[src/hdl/trr_pkg.sv]
`timescale 1ns / 1ps

package trr_pkg;

   // row geometry
   localparam int DOTS_PER_ROW     = 384;
   localparam int GRAPH_LEFT_DOT   = 32;
   localparam int GRAPH_RIGHT_DOT  = 376;
   localparam int GRAPH_CENTRE_DOT = 204;
   localparam int MAX_ROW_COUNT    = 2048;

   localparam int WORD_W     = 64;
   localparam int NUM_WORDS  = (DOTS_PER_ROW + WORD_W - 1) / WORD_W;
   localparam int HALF_WIDTH = (GRAPH_RIGHT_DOT - GRAPH_LEFT_DOT) / 2;
   localparam int MARK_DOT_A = 12;
   localparam int MARK_DOT_B = 13;

   // field widths
   localparam int BIN_W    = 16;
   localparam int FS_W     = 31;
   localparam int LIMIT_W  = 12;
   localparam int COUNT_W  = 12;
   localparam int WIDX_W   = 3;
   localparam int ROW_W    = 11;
   localparam int COUNTER_MAX = 4095;

   // derived arithmetic widths
   localparam int PROD_W = BIN_W + $clog2(HALF_WIDTH + 1);
   localparam int MAG_W  = PROD_W - 1;
   localparam int POS_W  = PROD_W + 2;
   localparam int STEP_W = $clog2(MAG_W);
   localparam int DOT_W  = $clog2(NUM_WORDS * WORD_W);

   typedef enum logic {
      CSR_FULL_SCALE = 1'b0,
      CSR_ROW_LIMIT  = 1'b1
   } csr_index_type;

   typedef struct packed {
      logic load;
      logic div_start;
      logic div_hi;
      logic span;
      logic order;
      logic word_load;
   } trr_cmd_type;

   typedef struct packed {
      logic row_active;
      logic div_done;
      logic last_word;
   } trr_stat_type;

endpackage

[src/hdl/trr_divider.sv]
`timescale 1ns / 1ps

module trr_divider (
   input  logic                                    clock,
   input  logic                                    reset,
   input  logic                                    start,
   input  logic signed [trr_pkg::PROD_W-1:0]       dividend,
   input  logic        [trr_pkg::FS_W-1:0]         divisor,
   output logic signed [trr_pkg::PROD_W-1:0]       quotient,
   output logic                                    done
);

   logic                           busy_ff, busy_in;
   logic                           done_ff, done_in;
   logic [trr_pkg::STEP_W-1:0]     step_ff, step_in;
   logic [trr_pkg::MAG_W-1:0]      dvd_ff, dvd_in;
   logic [trr_pkg::FS_W-1:0]       rem_ff, rem_in;
   logic [trr_pkg::FS_W-1:0]       dsr_ff, dsr_in;
   logic                           neg_ff, neg_in;
   logic [trr_pkg::FS_W:0]         trial;
   logic [trr_pkg::MAG_W-1:0]      mag_abs;

   always_comb begin
      busy_in = busy_ff;
      done_in = 1'b0;
      step_in = step_ff;
      dvd_in  = dvd_ff;
      rem_in  = rem_ff;
      dsr_in  = dsr_ff;
      neg_in  = neg_ff;
      trial   = {rem_ff, dvd_ff[trr_pkg::MAG_W-1]};
      mag_abs = trr_pkg::MAG_W'(dividend[trr_pkg::PROD_W-1] ? -dividend : dividend);
      if (start) begin
         busy_in = 1'b1;
         step_in = '0;
         dvd_in  = mag_abs;
         rem_in  = '0;
         // zero full scale divides as one
         dsr_in  = (divisor == '0) ? trr_pkg::FS_W'(1) : divisor;
         neg_in  = dividend[trr_pkg::PROD_W-1];
      end else if (busy_ff) begin
         // restoring step, quotient bits shift into the dividend register
         if (trial >= {1'b0, dsr_ff}) begin
            rem_in = trr_pkg::FS_W'(trial - {1'b0, dsr_ff});
            dvd_in = {dvd_ff[trr_pkg::MAG_W-2:0], 1'b1};
         end else begin
            rem_in = trial[trr_pkg::FS_W-1:0];
            dvd_in = {dvd_ff[trr_pkg::MAG_W-2:0], 1'b0};
         end
         if (step_ff == trr_pkg::STEP_W'(trr_pkg::MAG_W - 1)) begin
            busy_in = 1'b0;
            done_in = 1'b1;
         end else begin
            step_in = step_ff + 1'b1;
         end
      end
   end

   always_ff @(posedge clock) begin
      if (reset) begin
         busy_ff <= 1'b0;
         done_ff <= 1'b0;
      end else begin
         busy_ff <= busy_in;
         done_ff <= done_in;
      end
      step_ff <= step_in;
      dvd_ff  <= dvd_in;
      rem_ff  <= rem_in;
      dsr_ff  <= dsr_in;
      neg_ff  <= neg_in;
   end

   assign quotient = neg_ff ? -$signed({1'b0, dvd_ff}) : $signed({1'b0, dvd_ff});
   assign done     = done_ff;

endmodule

[src/hdl/trr_datapath.sv]
`timescale 1ns / 1ps

module trr_datapath (
   input  logic                               clock,
   input  logic                               reset,
   input  trr_pkg::trr_cmd_type               cmd,
   output trr_pkg::trr_stat_type              stat,
   input  logic                               csr_we,
   input  logic                               csr_index,
   input  logic [trr_pkg::FS_W-1:0]           csr_wdata,
   input  logic [2*trr_pkg::BIN_W-1:0]        req_tdata,
   input  logic                               req_tlast,
   output logic [trr_pkg::WORD_W-1:0]         rsp_tdata,
   output logic [15:0]                        rsp_tuser,
   output logic                               rsp_tlast
);

   localparam logic signed [trr_pkg::PROD_W-1:0] HW_P  = trr_pkg::PROD_W'(trr_pkg::HALF_WIDTH);
   localparam logic signed [trr_pkg::PROD_W-1:0] NHW_P = -HW_P;
   localparam logic signed [trr_pkg::POS_W-1:0]  CENTRE_S =
      trr_pkg::POS_W'(trr_pkg::GRAPH_CENTRE_DOT);
   localparam logic signed [trr_pkg::POS_W-1:0]  LAST_DOT_S =
      trr_pkg::POS_W'(trr_pkg::DOTS_PER_ROW - 1);
   localparam logic [trr_pkg::LIMIT_W-1:0] ROW_CAP = trr_pkg::LIMIT_W'(trr_pkg::MAX_ROW_COUNT);

   logic [trr_pkg::FS_W-1:0]          full_scale_ff;
   logic [trr_pkg::LIMIT_W-1:0]       row_limit_ff;
   logic [trr_pkg::COUNT_W-1:0]       counter_ff, counter_in;
   logic [trr_pkg::ROW_W-1:0]         row_ff;
   logic                              active_ff;
   logic signed [trr_pkg::PROD_W-1:0] p_lo_ff, p_hi_ff;
   logic signed [trr_pkg::PROD_W-1:0] lo_ff, hi_ff;
   logic                              sel_ff;
   logic                              clip_ff;
   logic signed [trr_pkg::POS_W-1:0]  x0_ff, x1_ff;
   logic [trr_pkg::DOT_W-1:0]         s_lo_ff, s_hi_ff;
   logic                              empty_ff;
   logic [trr_pkg::WIDX_W-1:0]        w_ff;
   logic [trr_pkg::WORD_W-1:0]        word_ff;
   logic [trr_pkg::WIDX_W-1:0]        widx_ff;
   logic                              oclip_ff;
   logic                              olast_ff;

   logic [trr_pkg::LIMIT_W-1:0]       limit;
   logic signed [trr_pkg::PROD_W-1:0] bmin_x, bmax_x;
   logic signed [trr_pkg::PROD_W-1:0] div_a;
   logic signed [trr_pkg::PROD_W-1:0] quo;
   logic                              div_done;
   logic signed [trr_pkg::PROD_W-1:0] lo_c, hi_c;
   logic signed [trr_pkg::POS_W-1:0]  x1e, a, b;
   logic [trr_pkg::WORD_W-1:0]        word_bits;
   logic [trr_pkg::DOT_W-1:0]         dot;

   trr_divider u_div (
      .clock    (clock),
      .reset    (reset),
      .start    (cmd.div_start),
      .dividend (div_a),
      .divisor  (full_scale_ff),
      .quotient (quo),
      .done     (div_done)
   );

   assign limit  = (row_limit_ff > ROW_CAP) ? ROW_CAP : row_limit_ff;
   assign bmin_x = trr_pkg::PROD_W'($signed(req_tdata[trr_pkg::BIN_W-1:0]));
   assign bmax_x = trr_pkg::PROD_W'($signed(req_tdata[2*trr_pkg::BIN_W-1:trr_pkg::BIN_W]));
   assign div_a  = cmd.div_hi ? p_hi_ff : p_lo_ff;

   always_comb begin
      if (req_tlast)
         counter_in = '0;
      else if (counter_ff < trr_pkg::COUNT_W'(trr_pkg::COUNTER_MAX))
         counter_in = counter_ff + 1'b1;
      else
         counter_in = counter_ff;
   end

   // clamp low bound from below and high bound from above only
   always_comb begin
      lo_c = (lo_ff < NHW_P) ? NHW_P : lo_ff;
      hi_c = (hi_ff > HW_P) ? HW_P : hi_ff;
   end

   always_comb begin
      x1e = (x0_ff == x1_ff) ? x0_ff + 1'b1 : x1_ff;
      if (x0_ff > x1e) begin
         a = x1e;
         b = x0_ff;
      end else begin
         a = x0_ff;
         b = x1e;
      end
   end

   always_comb begin
      word_bits = '0;
      dot       = '0;
      for (int j = 0; j < trr_pkg::WORD_W; j++) begin
         dot = trr_pkg::DOT_W'({w_ff, 6'(j)});
         if (int'(dot) < trr_pkg::DOTS_PER_ROW) begin
            if ((!empty_ff && dot >= s_lo_ff && dot <= s_hi_ff) ||
                (clip_ff && (dot == trr_pkg::DOT_W'(trr_pkg::MARK_DOT_A) ||
                             dot == trr_pkg::DOT_W'(trr_pkg::MARK_DOT_B))))
               word_bits[trr_pkg::WORD_W-1-j] = 1'b1;
         end
      end
   end

   always_ff @(posedge clock) begin
      if (reset) begin
         full_scale_ff <= trr_pkg::FS_W'(32767);
         row_limit_ff  <= trr_pkg::LIMIT_W'(2048);
         counter_ff    <= '0;
         active_ff     <= 1'b0;
      end else begin
         if (csr_we) begin
            case (csr_index)
               trr_pkg::CSR_FULL_SCALE: full_scale_ff <= csr_wdata;
               trr_pkg::CSR_ROW_LIMIT:  row_limit_ff  <= csr_wdata[trr_pkg::LIMIT_W-1:0];
               default: ;
            endcase
         end
         if (cmd.load) begin
            counter_ff <= counter_in;
            active_ff  <= counter_ff < limit;
         end
      end

      if (cmd.load) begin
         row_ff  <= counter_ff[trr_pkg::ROW_W-1:0];
         p_lo_ff <= bmin_x * HW_P;
         p_hi_ff <= bmax_x * HW_P;
      end
      if (cmd.div_start)
         sel_ff <= cmd.div_hi;
      if (div_done) begin
         if (sel_ff)
            hi_ff <= quo;
         else
            lo_ff <= quo;
      end
      if (cmd.span) begin
         clip_ff <= (lo_ff < NHW_P) || (hi_ff > HW_P);
         x0_ff   <= trr_pkg::POS_W'(lo_c) + CENTRE_S;
         x1_ff   <= trr_pkg::POS_W'(hi_c) + CENTRE_S;
      end
      if (cmd.order) begin
         empty_ff <= (a > LAST_DOT_S) || (b < 0);
         s_lo_ff  <= (a < 0) ? '0 : a[trr_pkg::DOT_W-1:0];
         s_hi_ff  <= (b > LAST_DOT_S) ? LAST_DOT_S[trr_pkg::DOT_W-1:0] : b[trr_pkg::DOT_W-1:0];
         w_ff     <= '0;
      end
      if (cmd.word_load) begin
         word_ff  <= word_bits;
         widx_ff  <= w_ff;
         oclip_ff <= clip_ff;
         olast_ff <= (w_ff == trr_pkg::WIDX_W'(trr_pkg::NUM_WORDS - 1));
         w_ff     <= w_ff + 1'b1;
      end
   end

   assign stat.row_active = active_ff;
   assign stat.div_done   = div_done;
   assign stat.last_word  = olast_ff;

   assign rsp_tdata = word_ff;
   assign rsp_tuser = {1'b0, oclip_ff, row_ff, widx_ff};
   assign rsp_tlast = olast_ff;

endmodule

[src/hdl/trr_ctrl.sv]
`timescale 1ns / 1ps

module trr_ctrl (
   input  logic                  clock,
   input  logic                  reset,
   input  logic                  req_tvalid,
   output logic                  req_tready,
   output logic                  rsp_tvalid,
   input  logic                  rsp_tready,
   output trr_pkg::trr_cmd_type  cmd,
   input  trr_pkg::trr_stat_type stat
);

   typedef enum logic [2:0] {
      S_IDLE,
      S_CHECK,
      S_DIV_LO,
      S_DIV_HI,
      S_SPAN,
      S_ORDER,
      S_FILL,
      S_SEND
   } state_type;

   state_type state_ff;
   logic      valid_ff;

   assign req_tready = (state_ff == S_IDLE);
   assign rsp_tvalid = valid_ff;

   always_comb begin
      cmd = '0;
      case (state_ff)
         S_IDLE:   cmd.load = req_tvalid;
         S_CHECK:  cmd.div_start = stat.row_active;
         S_DIV_LO: begin
            cmd.div_start = stat.div_done;
            cmd.div_hi    = 1'b1;
         end
         S_SPAN:   cmd.span = 1'b1;
         S_ORDER:  cmd.order = 1'b1;
         S_FILL:   cmd.word_load = 1'b1;
         S_SEND:   cmd.word_load = rsp_tready && !stat.last_word;
         default:  cmd = '0;
      endcase
   end

   always_ff @(posedge clock) begin
      if (reset) begin
         state_ff <= S_IDLE;
         valid_ff <= 1'b0;
      end else begin
         case (state_ff)
            S_IDLE: begin
               if (req_tvalid)
                  state_ff <= S_CHECK;
            end
            S_CHECK: begin
               // rows past the limit only advance the counter
               state_ff <= stat.row_active ? S_DIV_LO : S_IDLE;
            end
            S_DIV_LO: begin
               if (stat.div_done)
                  state_ff <= S_DIV_HI;
            end
            S_DIV_HI: begin
               if (stat.div_done)
                  state_ff <= S_SPAN;
            end
            S_SPAN:  state_ff <= S_ORDER;
            S_ORDER: state_ff <= S_FILL;
            S_FILL: begin
               valid_ff <= 1'b1;
               state_ff <= S_SEND;
            end
            S_SEND: begin
               if (rsp_tready && stat.last_word) begin
                  valid_ff <= 1'b0;
                  state_ff <= S_IDLE;
               end
            end
            default: begin
               state_ff <= S_IDLE;
               valid_ff <= 1'b0;
            end
         endcase
      end
   end

endmodule

[src/hdl/trace_row_rasterizer.sv]
`timescale 1ns / 1ps
// channel   direction  tdata                               tuser / tlast
// req       in         [15:0] bin_min, [31:16] bin_max     tlast = last_bin
// rsp       out        [63:0] row_word                     tuser [2:0] word_index,
//                                                          [13:3] row_index, [14] clipped;
//                                                          tlast = last_word
// csr       in         csr_we, csr_index (0 full_scale, 1 row_limit), csr_wdata
//
// one request at a time: a drawn row runs the serial divider for each of the two
// bounds, then the span and order steps, then 6 output words; a row past the limit
// only advances the row counter. sync reset restores full_scale 32767, row_limit
// 2048 and the row counter to 0. a stalled rsp holds the word and the block takes
// no request.

module trace_row_rasterizer (
   input  logic                              clock,
   input  logic                              reset,
   input  logic                              csr_we,
   input  logic                              csr_index,
   input  logic [trr_pkg::FS_W-1:0]          csr_wdata,
   input  logic                              req_tvalid,
   output logic                              req_tready,
   input  logic [2*trr_pkg::BIN_W-1:0]       req_tdata,   // bin_min, bin_max
   input  logic                              req_tlast,
   output logic                              rsp_tvalid,
   input  logic                              rsp_tready,
   output logic [trr_pkg::WORD_W-1:0]        rsp_tdata,   // row_word
   output logic [15:0]                       rsp_tuser,   // word_index, row_index, clipped
   output logic                              rsp_tlast
);

   trr_pkg::trr_cmd_type  cmd;
   trr_pkg::trr_stat_type stat;

   trr_ctrl u_ctrl (
      .clock      (clock),
      .reset      (reset),
      .req_tvalid (req_tvalid),
      .req_tready (req_tready),
      .rsp_tvalid (rsp_tvalid),
      .rsp_tready (rsp_tready),
      .cmd        (cmd),
      .stat       (stat)
   );

   trr_datapath u_dp (
      .clock     (clock),
      .reset     (reset),
      .cmd       (cmd),
      .stat      (stat),
      .csr_we    (csr_we),
      .csr_index (csr_index),
      .csr_wdata (csr_wdata),
      .req_tdata (req_tdata),
      .req_tlast (req_tlast),
      .rsp_tdata (rsp_tdata),
      .rsp_tuser (rsp_tuser),
      .rsp_tlast (rsp_tlast)
   );

endmodule

[config.mk]
export PLATFORM = sky130hd
export DESIGN_NAME = trace_row_rasterizer
export DESIGN_NICKNAME = d
export VERILOG_FILES = /design/src/hdl/trr_pkg.sv /design/src/hdl/trr_divider.sv /design/src/hdl/trr_datapath.sv /design/src/hdl/trr_ctrl.sv /design/src/hdl/trace_row_rasterizer.sv
export SDC_FILE = /design/constraint.sdc
export NUM_CORES = 1
export LEC_CHECK = 0
export BUFFER_PORTS_ARGS = -buffer_cell sky130_fd_sc_hd__buf_4
export CAP_MARGIN = 30
export CORE_MARGIN = 10
export CORE_UTILIZATION = 62
export DETAILED_ROUTE_END_ITERATION = 8
export PLACE_DENSITY_LB_ADDON = 0.15
export RECOVER_POWER = 50
export SLEW_MARGIN = 30
export SYNTH_ARGS = -nofsm -noshare
export SYNTH_HDL_FRONTEND = slang
export SYNTH_HIERARCHICAL = 1
export SYNTH_SLANG_ARGS = --single-unit
[constraint.sdc]
create_clock -name clock -period 12.9 [get_ports clock]
set_clock_uncertainty 0.15 [all_clocks]
set_input_delay 0.645 -clock clock [delete_from_list [all_inputs] [get_ports clock]]
set_output_delay 0.645 -clock clock [all_outputs]
set_load 0.01 [all_outputs]
# Yosys cells after proc, flatten, opt, wreduce, memory -nomap -nowiden
# Cells that the tools add are included.
[op_classes]
muxes = 99
add_sub_neg = 9
bitwise = 4
magnitude_cmp = 203
n_mul = 2
eq_ne = 14
n_reduce_logical = 153
[op_table]
columns = ["operator", "n"]
rows = [
  ["9-bit greater-or-equal comparator", 64],
  ["9-bit <= comparator", 64],
  ["9-bit < comparator (second input constant)", 64],
  ["1-bit logical AND", 131],
  ["24-bit two-way mux", 4],
  ["26-bit two-way mux", 3],
  ["1-bit two-way mux", 74],
  ["23-bit two-way mux", 3],
  ["26-bit by 10-bit > comparator with 1-bit output (second input constant)", 2],
  ["26-bit by 1-bit < comparator with 1-bit output (second input constant)", 2],
  ["24-bit by 9-bit adder with 25-bit output (second input constant)", 2],
  ["16-bit by 7-bit multiplier with 22-bit output (second input constant)", 2],
  ["12-bit two-way mux", 3],
  ["32-bit by 31-bit greater-or-equal comparator with 1-bit output", 1],
  ["31-bit zero test", 1],
  ["31-bit two-way mux", 1],
  ["31-bit subtractor", 1],
  ["26-bit by 1-bit adder with 26-bit output (second input constant)", 1],
  ["26-bit equality test", 1],
  ["26-bit > comparator", 1],
  ["24-bit by 9-bit > comparator with 1-bit output (second input constant)", 1],
  ["24-bit by 9-bit < comparator with 1-bit output (second input constant)", 1],
  ["23-bit negation with 24-bit output", 1],
  ["3-bit case mux with 8 select lines", 1],
  ["24 further kinds", 55],
]
[word_totals]
wordCells = 577
ff_bits = 401
out_inout_bits = 83
input_bits = 70

# Longest topological paths before layout
# Gate-level depths: netlist of run 1.
[logic_depth]
depth_word = 6
mapped_depth = 21

# Cells and area by module
# Netlist of run 1, hierarchy kept.
[by_module_without_submodules]
columns = ["mod", "n_inst", "area_per_inst_um2", "cells_each", "seq_area_each_um2"]
rows = [
  ["trr_datapath", 1, 20014.2, 2028, 8508.2],
  ["trr_divider", 1, 6454.9, 721, 2412.3],
  ["trr_ctrl", 1, 291.5, 34, 80.1],
]

# Least setup slack after synthesis of run 1
# No wires, ideal clock.
[synth_path]
path_type = "flip-flop to flip-flop"
from = "reg u_dp.olast_ff, in the netlist u_dp/rsp_tlast"
to = "reg u_dp/w_ff[0] (netlist name), enable pin"
synth_period_minus_slack_ns = 5.166
required_ns = 12.437
setup_slack_ns = 7.734
arrival_time_ns = 4.703
setup_time_ns = 0.313
stages_incl_launch_ff = 5
cell_sequence = "edfxtp_1 buf_4 nand2b_1 a21oi_1 or2_2"
[synth_rtl]
columns = ["item", "line_no", "rtl"]
rows = [
  ["start, declared", "trr_datapath.sv:42", "logic olast_ff;"],
  ["start signal, assigned", "trr_datapath.sv:157", "olast_ff <= (w_ff == trr_pkg::WIDX_W'(trr_pkg::NUM_WORDS - 1));"],
  ["end signal, assigned", "trr_datapath.sv:158", "w_ff <= w_ff + 1'b1;"],
  ["end, declared", "trr_datapath.sv:38", "logic [trr_pkg::WIDX_W-1:0] w_ff;"],
]

# Worst setup path after layout of run 1
[layout_path]
from = "reg u_dp/x0_ff[7] (netlist name)"
to = "reg u_dp/s_lo_ff[1] (netlist name), data pin"
[layout_via]
elab_chain_len = 5
[layout_rtl]
columns = ["item", "line_no", "rtl"]
rows = [
  ["start, declared", "trr_datapath.sv:35", "logic signed [trr_pkg::POS_W-1:0] x0_ff, x1_ff;"],
  ["start signal, assigned", "trr_datapath.sv:144", "x0_ff <= trr_pkg::POS_W'(lo_c) + CENTRE_S;"],
  ["26-bit by 1-bit adder with 26-bit output / 26-bit equality test (equally long branches)", "trr_datapath.sv:85", "x1e = (x0_ff == x1_ff) ? x0_ff + 1'b1 : x1_ff;"],
  ["26-bit two-way mux", "trr_datapath.sv:85", ""],
  ["26-bit > comparator", "trr_datapath.sv:86", "if (x0_ff > x1e) begin"],
  ["26-bit two-way mux *", "trr_datapath.sv:86", ""],
  ["26-bit by 1-bit < comparator with 1-bit output", "trr_datapath.sv:149", "s_lo_ff <= (a < 0) ? '0 : a[trr_pkg::DOT_W-1:0];"],
  ["end signal, assigned", "trr_datapath.sv:149", ""],
  ["end, declared", "trr_datapath.sv:36", "logic [trr_pkg::DOT_W-1:0] s_lo_ff, s_hi_ff;"],
]
# Every way passes the cells marked *; elsewhere a longest branch is shown, timed or not.
# A chain may end at the register's enable or synchronous reset.

==> results.txt, run 1 <==
Clock tree sinks: 399
Number of rows created at floorplan: 76
Area Overhead vs Synth: 8.954%
RSZ-0062 raised after global routing: no
Overall routed net length: 67,050 um
Highest Clock Rate: 0.1732 GHz
Top_reg_cell synth: sky130_fd_sc_hd__edfxtp_1
Flop and latch count out of synthesis: 399
Half-perimeter wire length of the detailed placement result: 49,450 um
Post-synth EDFFs: 301
Antenna violations before repair: 0
Post-route setup TNS: 0 ns
Power after layout: 4.319 mW
Post-route clock period utilization: 0.4475
Crit path time final: 5.773 ns
Initial Util: 0.6240
Worst reg-to-reg setup slack: 7.13 ns
Worst reg-to-reg path cell count: 16
Fin. max-slew vios: 176
Fraction of registers with async set/reset: 0
Share of final-layout standard cells stronger than drive strength 1: 0.07711
Hold crit path type: primary input to flop
Clock root buffer master: sky130_fd_sc_hd__clkbuf_16
Max-cap violations: 5
Total CTS buffers: 43
GR Util All Layers: 0.2511
Post-synthesis instance area: 0.02676 sq mm
Failing checks: max-capacitance violations, max-slew violations
Filler cells: 3,449
TritonCTS clock tree: done
Leak pwr: 11.38 nW
Vias per inst: 6.048
Post-Place Cells: 3,384
Post-CTS resize count: 0
Starting DRC count in detailed routing: 1,787
# IOs: 153
Clk_lat worst skew: 0.58 ns
CTS Hold Buffers Added: 0
Critical Path End Type: flop
Worst Slack Setup Final: 7.127 ns
Kind of critical path: flop to flop
Clock buffer depth: 3
Maximum resistive drop on vdd: 0.1178 mV
Via count of the first global-routing pass: 20,620
Final number of setup-violating endpoints: 0
Worst slew slack as a fraction of its limit: -1.194
Startpoint type of the worst setup path: flop
Weighted congestion reported at the end of routability-driven placement: 0.9648
DR DRC count: 0
Layout Cell Area excl Fill: 0.02916 sq mm
P per Cell Area: 148.1 mW/mm^2
Core outline area: 0.04289 sq mm
Register area: 0.01100 sq mm
Largest fanout on the critical path: 36
Global-route congestion overflow total: 0
Endpoint arrival time on the critical path: 6.03 ns
Number of failing hold endpoints at the final stage: 0
Routed wire per std cell: 19.35 um
Required time of the worst setup path: 13.16 ns
Syn Inst Count: 2,783
Worst slack after detailed placement: 7.205 ns
Die X: 227.8 um
Deepest level of the CTS H-tree: 2
Average cell area after synthesis: 9.616 sq um
Non-filler instance count after layout: 3,464
Net count of the finished layout: 3,168
Footprint of the multi-input gates: 0.01420 sq mm
Die area: 0.05187 sq mm
Count of inserted antenna diode cells: 0
Buffers added on ports: 151
Yosys warns: 6
Clock-pin transition on the worst setup and hold timing paths: 0.06 ns
Number of distinct library cell variants in the gate-level netlist after synthesis: 97
Actual slew at the worst max-slew pin: 3.291 ns
Status: finished with violations
Total via count after detailed routing: 20,950
Largest net degree at the start of global routing: 72
Number of iterations in the first detailed-routing pass: 6
DRT antenna net count: 0
Sequential fraction of the synthesis area: 0.4111
Cell area reported after detailed placement: 0.02809 sq mm
Post CTS Setup Buffer Count: 0
Die boundary height: 227.8 um
Wire length of the first global-routing pass: 108,500 um
Worst hold path stage count: 3
==> cells in the mapped netlist, drive strengths merged (5+ instances only) <==
cell type  count  area (sq um)
edfxtp       301          9039
o21ai        122         621.9
buf           41         289.0
xnor2         94         823.3
nor3          74         375.4
and3          25         162.7
inv          224         840.8
a21oi        231          1167
a21o          31         234.0
xor2         103         902.1
or4           11         86.33
nor2         222         833.3
nand4         44         290.3
and2          21         131.4
a2111oi       11         96.34
a41oi          6         52.55
mux2i         40         400.4
ha           197          2465
nand2        243         912.1
o211ai         7         52.55
a31oi         26         162.7
a221oi         6         58.80
o31ai         16         133.9
o22ai         13         87.58
nand3b        21         157.7
o32a           8         81.33
clkbuf       122         489.2
nor2b         24         150.1
o41ai          8         70.07
a211oi        38         285.3
o21bai        15         112.6
dfxtp         98          1962
o21a          18         135.1
nor4          42         284.0
or3           19         118.9
nor3b          9         67.56
fa            57          1141
nand4b         5         43.79
mux2          32         364.1
or2           11         68.82
nand3         57         295.3
nand2b        33         206.5
==> worst max-delay path, cell delays in order, from the launching register on <==
cell,delay [ns]
sky130_fd_sc_hd__edfxtp_1,0.55
sky130_fd_sc_hd__xor2_1,0.23
sky130_fd_sc_hd__nor4_1,0.38
sky130_fd_sc_hd__nand4_1,0.22
sky130_fd_sc_hd__nor2_2,0.50
sky130_fd_sc_hd__buf_4,0.43
sky130_fd_sc_hd__mux2i_1,0.32
sky130_fd_sc_hd__ha_1,0.29
sky130_fd_sc_hd__a21o_1,0.18
sky130_fd_sc_hd__a21o_1,0.17
sky130_fd_sc_hd__a221o_1,0.35
sky130_fd_sc_hd__o21a_1,0.19
sky130_fd_sc_hd__a211oi_1,0.35
sky130_fd_sc_hd__mux2i_2,0.24
sky130_fd_sc_hd__buf_4,0.32
sky130_fd_sc_hd__mux2_1,0.47
sky130_fd_sc_hd__a211oi_1,0.24
==> through the flow <==
step | util | hold WS (ns)
after global routing | 0.6799 | 0.1261
after detailed placement | 0.6551 | 0.2959
after global placement | 0.6547 | 0.2925
final | 0.6799 | 0.1241
after floorplan | - | 0.2768
after CTS | 0.6883 | 0.09934
==> flip-flops by register name, summed over array words and instances, names as in the netlist, 3 cells and up <==
name	cells
u_dp/x0_ff	25
u_dp/hi_ff	24
u_dp/u_div/step_ff	5
u_dp/u_div/rem_ff	31
u_dp/u_div/dvd_ff	23
u_dp/s_hi_ff	9
u_dp/widx_ff	3
u_dp/counter_ff	12
u_dp/u_div/dsr_ff	31
u_dp/x1_ff	25
u_dp/row_ff	11
u_dp/s_lo_ff	9
u_dp/rsp_tdata	64
u_dp/row_limit_ff	12
u_ctrl/state_ff	3
u_dp/w_ff	3
u_dp/full_scale_ff	31
u_dp/p_lo_ff	22
u_dp/lo_ff	24
u_dp/p_hi_ff	22
==> where the power goes <==
group	leakage [nW]	internal [mW]	switching, mW
combinational	7.11	0.613	0.820
sequential	3.57	1.56	0.0902
clock	0.702	0.717	0.521
total	11.4	2.89	1.43
==> cell families (layout without fill, tap and decap cells) <==
| family | count (synthesis) | count (layout) | share of synthesized area |
|---|---|---|---|
| xor+xnor | 197 | 197 | 0.06448 |
| flops | 399 | 399 | 0.4111 |
| compound gates | 599 | 599 | 0.1396 |
| buf+inv | 388 | 477 | 0.06087 |
| mux | 72 | 72 | 0.02857 |
| other cells | 1 | 8 | 0.0001401 |
| fa+ha+maj | 254 | 254 | 0.1347 |
| simple gates | 873 | 873 | 0.1605 |
==> cell usage in the layout, fill, tap and decap left out, drive strengths merged, types with 9 or more instances in the layout <==
cell	synthesis	routed
nand3b	21	21
dfxtp	98	98
or2	11	11
o31ai	16	16
nand3	57	57
nand2	243	243
inv	224	224
nand2b	33	33
o21bai	15	15
mux2	32	32
xnor2	94	94
edfxtp	301	301
o21ai	122	122
mux2i	40	40
clkinv	0	28
clkbuf	122	136
a21o	31	31
ha	197	197
a2111oi	11	11
a21oi	231	231
a31oi	26	26
nor3	74	74
and2	21	21
nor3b	9	9
nor2b	24	24
fa	57	57
or3	19	19
a211oi	38	38
nor4	42	42
nand4	44	44
buf	41	82
or4	11	11
o22ai	13	13
o21a	18	18
nor2	222	222
xor2	103	103
and3	25	25
==> metal layers <==
layer  global-route usage  wire (um)  vias up
li1                     -          -    10030
met1               0.3262      28650     9999
met2               0.4159      31800      765
met3              0.04765       4560      155
met4              0.08220       1993        2
met5                    0         44        -
==> worst paths after layout <==
check,start,endpoint
worst min register to register,u_dp/full_scale_ff[19],u_dp/u_div/dsr_ff[19]
worst max-delay path,u_dp/x0_ff[7],u_dp/s_lo_ff[1]
worst min-delay path,csr_wdata[13],u_dp/full_scale_ff[13]
worst max register to register,u_dp/x0_ff[7],u_dp/s_lo_ff[1]
==> cell type report <==
cell class,count,share of cell area
clock buffers,45,0.03716
clock inverters,35,0.01172
inverters,224,0.02884
multi-input cells,2003,0.4871
flip-flops and latches,399,0.3773
well taps,585,0.02510
repair buffers,173,0.03283
Power figures use the tool's default switching activity.
==> run 2, diff against run 1 <==
ABC_AREA = 1   (was not set)
clock period = 5.6 ns   (was 12.9 ns; I/O delays follow)
==> results.txt, run 2 <==
Status: finished with violations
Failing checks: max-capacitance violations, max-slew violations
Cell-by-cell listing of the critical path: xnor2_1, nand2_1, nor2_1, nand3_2, nor2_8, nand3_1, o21ai_0, inv_1, ha_1, nand2_1, nor2_1, nand3_1, nand3_1, nand2_1, nand4_1, nand3_1, o21ai_2, nor2_1, nand2_1, nand3_1
Clock tree sinks: 399 (unchanged)
Filler cells: 3,860 (+12%)
Proportion of power drawn by combinational gates: 0.351 (+0.019)
Total CTS buffers: 42 (-2.3%)
Die boundary height: 235.3 um (+3.3%)
Post-route setup TNS: 0 ns (unchanged)
Overall routed net length: 76,090 um (+13%)
Sequential fraction of the synthesis area: 0.3829 (-0.02819)
P per Cell Area: 318.4 mW/mm^2 (+110%)
Highest Clock Rate: 0.2069 GHz (+19%)
Syn Inst Count: 3,730 (+34%)
DR DRC count: 0 (unchanged)
Starting DRC count in detailed routing: 2,304 (+29%)
Cell with the most instances after synthesis: sky130_fd_sc_hd__nand2_1
TritonCTS clock tree: done
Critical Path End Type: flop
Largest fanout on the critical path: 35 (-2.8%)
Hold crit path type: primary input to flop
Fin. max-slew vios: 151 (-14%)
Initial Util: 0.6304 (+0.006408)
Area Overhead vs Synth: 10.80%
Kind of cell adding the most delay to the critical path: simple AND/OR/NAND/NOR gates
Max-cap violations: 4 (-1)
Number of buffer and inverter stages on the critical path: 1 (-1)
Layout Cell Area excl Fill: 0.03183 sq mm (+9.2%)
DRT antenna net count: 0 (unchanged)
Critical path's largest stage delay: 0.59 ns (+0.04 ns)
Clock root buffer master: sky130_fd_sc_hd__clkbuf_16
Total via count after detailed routing: 24,980 (+19%)
Startpoint type of the worst setup path: flop
Most used cells in the layout excluding fill and tap cells: sky130_fd_sc_hd__nand2_1, sky130_fd_sc_hd__inv_1, sky130_fd_sc_hd__nor2_1, sky130_fd_sc_hd__edfxtp_1, sky130_fd_sc_hd__nand3_1
Via count of the first global-routing pass: 23,910 (+16%)
Total net switching power: 3.588 mW (+150%)
CTS Hold Buffers Added: 54 (+54)
Die X: 235.3 um (+3.3%)
Global-route congestion overflow total: 0 (unchanged)
Largest net degree at the start of global routing: 60 (-17%)
Fraction of registers with async set/reset: 0 (unchanged)
Number of failing hold endpoints at the final stage: 0 (unchanged)
Final number of setup-violating endpoints: 0 (unchanged)
Register area: 0.01100 sq mm (unchanged)
Most common cell after layout, fill and taps aside: sky130_fd_sc_hd__nand2_1
Yosys warns: 6 (unchanged)
Share of final-layout standard cells stronger than drive strength 1: 0.06401 (-0.01310)
RSZ-0062 raised after global routing: no
Detailed-routed wire length on met3: 5189 um (+14%)
Number of distinct library cell variants in the gate-level netlist after synthesis: 63 (-35%)
Clock group share of total power: 0.269 (-0.018)
Length of routed met2 wiring: 36,090 um (+13%)
Post-synthesis instance area: 0.02873 sq mm (+7.4%)
Most Frequent Cell on Critical Path: sky130_fd_sc_hd__nand3_1
Internal power contribution: 6.549 mW (+130%)
Number of rows created at floorplan: 78 (+2.6%)
Vias per inst: 5.524 (-8.7%)
Half-perimeter wire length of the detailed placement result: 58,040 um (+17%)
Net Sw Frac: 0.3539 (+0.02254)
Deepest level of the CTS H-tree: 2 (unchanged)
Flop and latch count out of synthesis: 399 (unchanged)
Endpoint arrival time on the critical path: 4.96 ns (-1.07 ns)
Actual slew at the worst max-slew pin: 2.913 ns (-0.3780 ns)
Required time of the worst setup path: 5.73 ns (-7.43 ns)
Number of iterations in the first detailed-routing pass: 7 (+1)
Average cell area after synthesis: 7.703 sq um (-20%)
Kind of critical path: flop to flop
Portion of total power attributed to sequential cells: 0.379 (-0.003)
Wire length of the first global-routing pass: 122,100 um (+13%)
Clock-pin transition on the worst setup and hold timing paths: 0.06 ns (about the same)
Worst slew slack as a fraction of its limit: -0.9423 (+0.2520)
Weighted congestion reported at the end of routability-driven placement: 1.004 (+4.1%)
Clock buffer depth: 3 (unchanged)
Net count of the finished layout: 4,213 (+33%)
Routed wire per std cell: 16.82 um (-13%)
# IOs: 153 (unchanged)
Largest area contributor in the netlist: sky130_fd_sc_hd__edfxtp_1
Cell area reported after detailed placement: 0.03032 sq mm (+7.9%)
Crit path time final: 4.832 ns (-0.9403 ns)
Post-synth top area share: 0.3146 (-0.02317)
Post-synth EDFFs: 301 (unchanged)
Core outline area: 0.04558 sq mm (+6.3%)
Antenna violations before repair: 2 (+2)
Cell types with the highest counts after synthesis: sky130_fd_sc_hd__nand2_1, sky130_fd_sc_hd__inv_1, sky130_fd_sc_hd__nor2_1
Leak pwr: 14.72 nW (+29%)
Maximum resistive drop on vdd: 0.2632 mV (+120%)
Footprint of the multi-input gates: 0.01493 sq mm (+5.2%)
Leading post-synthesis cells by cell area: sky130_fd_sc_hd__edfxtp_1, sky130_fd_sc_hd__nand2_1, sky130_fd_sc_hd__ha_1, sky130_fd_sc_hd__inv_1, sky130_fd_sc_hd__dfxtp_1
Critical path's slowest cell: sky130_fd_sc_hd__o21ai_2
Max reg flops: 64 (unchanged)
Buffers added on ports: 151 (unchanged)
Total routed wire length on the met1 layer: 32,150 um (+12%)
GR Util All Layers: 0.2658 (+0.01477)
Highest metal layer used by the detailed router: met4
Post-route clock period utilization: 0.8629 (+0.4154)
Post-CTS resize count: 0 (unchanged)
Top_reg_cell synth: sky130_fd_sc_hd__edfxtp_1
Post CTS Setup Buffer Count: 0 (unchanged)
Die area: 0.05535 sq mm (+6.7%)
Clk_lat worst skew: 0.59 ns (about the same)
run 2: changes by cell type after synthesis, moves of 27 or more:
cell,previous run,this run
sky130_fd_sc_hd__nand2_1,243,928
sky130_fd_sc_hd__a21oi_1,230,154
sky130_fd_sc_hd__clkbuf_1,118,77
sky130_fd_sc_hd__a21o_1,30,3
sky130_fd_sc_hd__nand2b_1,33,1
sky130_fd_sc_hd__xnor2_1,94,45
sky130_fd_sc_hd__inv_1,224,593
sky130_fd_sc_hd__o21ai_0,118,169
sky130_fd_sc_hd__nor2_1,222,403
sky130_fd_sc_hd__mux2i_1,40,0
sky130_fd_sc_hd__nand3_1,55,213
run 2: power by group through the flow:
stage	sequential (mW)	combinational, mW	clock, mW
after floorplan	3.82	2.78	0
after global placement	3.89	3.43	0
after detailed placement	3.89	3.49	0
after CTS	3.84	3.56	2.78
after global routing	3.87	4.05	2.91
final	3.84	3.56	2.73
run 2: metal layers:
metal  GRT usage  vias to the layer above
met1      0.3367                    11480
met4      0.1023                        0
met3     0.04173                      189
li1            -                    12390
met2      0.4495                      930
met5           0                        -
run 2: final timing paths:
kind | from | end | slack (ns) | depth (start not counted)
max reg2reg | u_dp/x0_ff[17] | u_dp/empty_ff | 0.77 | 20
min | req_tdata[18] | u_dp/p_hi_ff[4] | 0.04 | 3
min reg2reg | u_dp/full_scale_ff[7] | u_dp/u_div/dsr_ff[7] | 0.32 | 0
max | u_dp/x0_ff[17] | u_dp/empty_ff | 0.77 | 20
run 2: per-stage QoR:
stage	util	cells	setup WS, ns	power [mW]	hold slack [ns]
global placement	0.6650	4391	0.9536	7.320	0.2966
finish	0.6985	4523	0.7675	10.14	0.04130
global route	0.6985	4523	0.3859	10.83	0.04430
floorplan	-	3732	0.6406	6.595	0.1991
CTS	0.7066	4521	0.8231	10.17	0.009506
detailed placement	0.6653	4391	0.8529	7.386	0.3027
run 2: cell type report:
cell class | count | share of cell area
Inverter | 618 | 0.07291
Tap cell | 600 | 0.02358
Clock buffer | 55 | 0.03581
Antenna cell | 2 | 0.0001572
Timing Repair Buffer | 224 | 0.04646
Clock inverter | 21 | 0.006367
Sequential cell | 399 | 0.3456
Multi-Input combinational cell | 2604 | 0.4691
run 2: cells by family (layout without fill, tap and decap cells):
group           after synthesis  count (layout)  share of synthesized area
other cells                   1               5                  0.0001305
fa+ha+maj                   254             254                     0.1255
xor+xnor                    137             137                    0.04176
simple gates               1758            1758                     0.2592
buf+inv                     729             918                    0.09868
flops                       399             399                     0.3829
compound gates              430             430                    0.08318
mux                          22              22                   0.008623
run 2: worst reg2reg max path, cell delays in order, from the launching register on:
cell and delay [ns]:
sky130_fd_sc_hd__edfxtp_1 0.55, sky130_fd_sc_hd__xnor2_1 0.32, sky130_fd_sc_hd__nand2_1 0.08, sky130_fd_sc_hd__nor2_1 0.17, sky130_fd_sc_hd__nand3_2 0.15, sky130_fd_sc_hd__nor2_8 0.48
sky130_fd_sc_hd__nand3_1 0.14, sky130_fd_sc_hd__o21ai_0 0.19, sky130_fd_sc_hd__inv_1 0.09, sky130_fd_sc_hd__ha_1 0.31, sky130_fd_sc_hd__nand2_1 0.07, sky130_fd_sc_hd__nor2_1 0.21
sky130_fd_sc_hd__nand3_1 0.10, sky130_fd_sc_hd__nand3_1 0.10, sky130_fd_sc_hd__nand2_1 0.07, sky130_fd_sc_hd__nand4_1 0.07, sky130_fd_sc_hd__nand3_1 0.45, sky130_fd_sc_hd__o21ai_2 0.60
sky130_fd_sc_hd__nor2_1 0.10, sky130_fd_sc_hd__nand2_1 0.07, sky130_fd_sc_hd__nand3_1 0.08
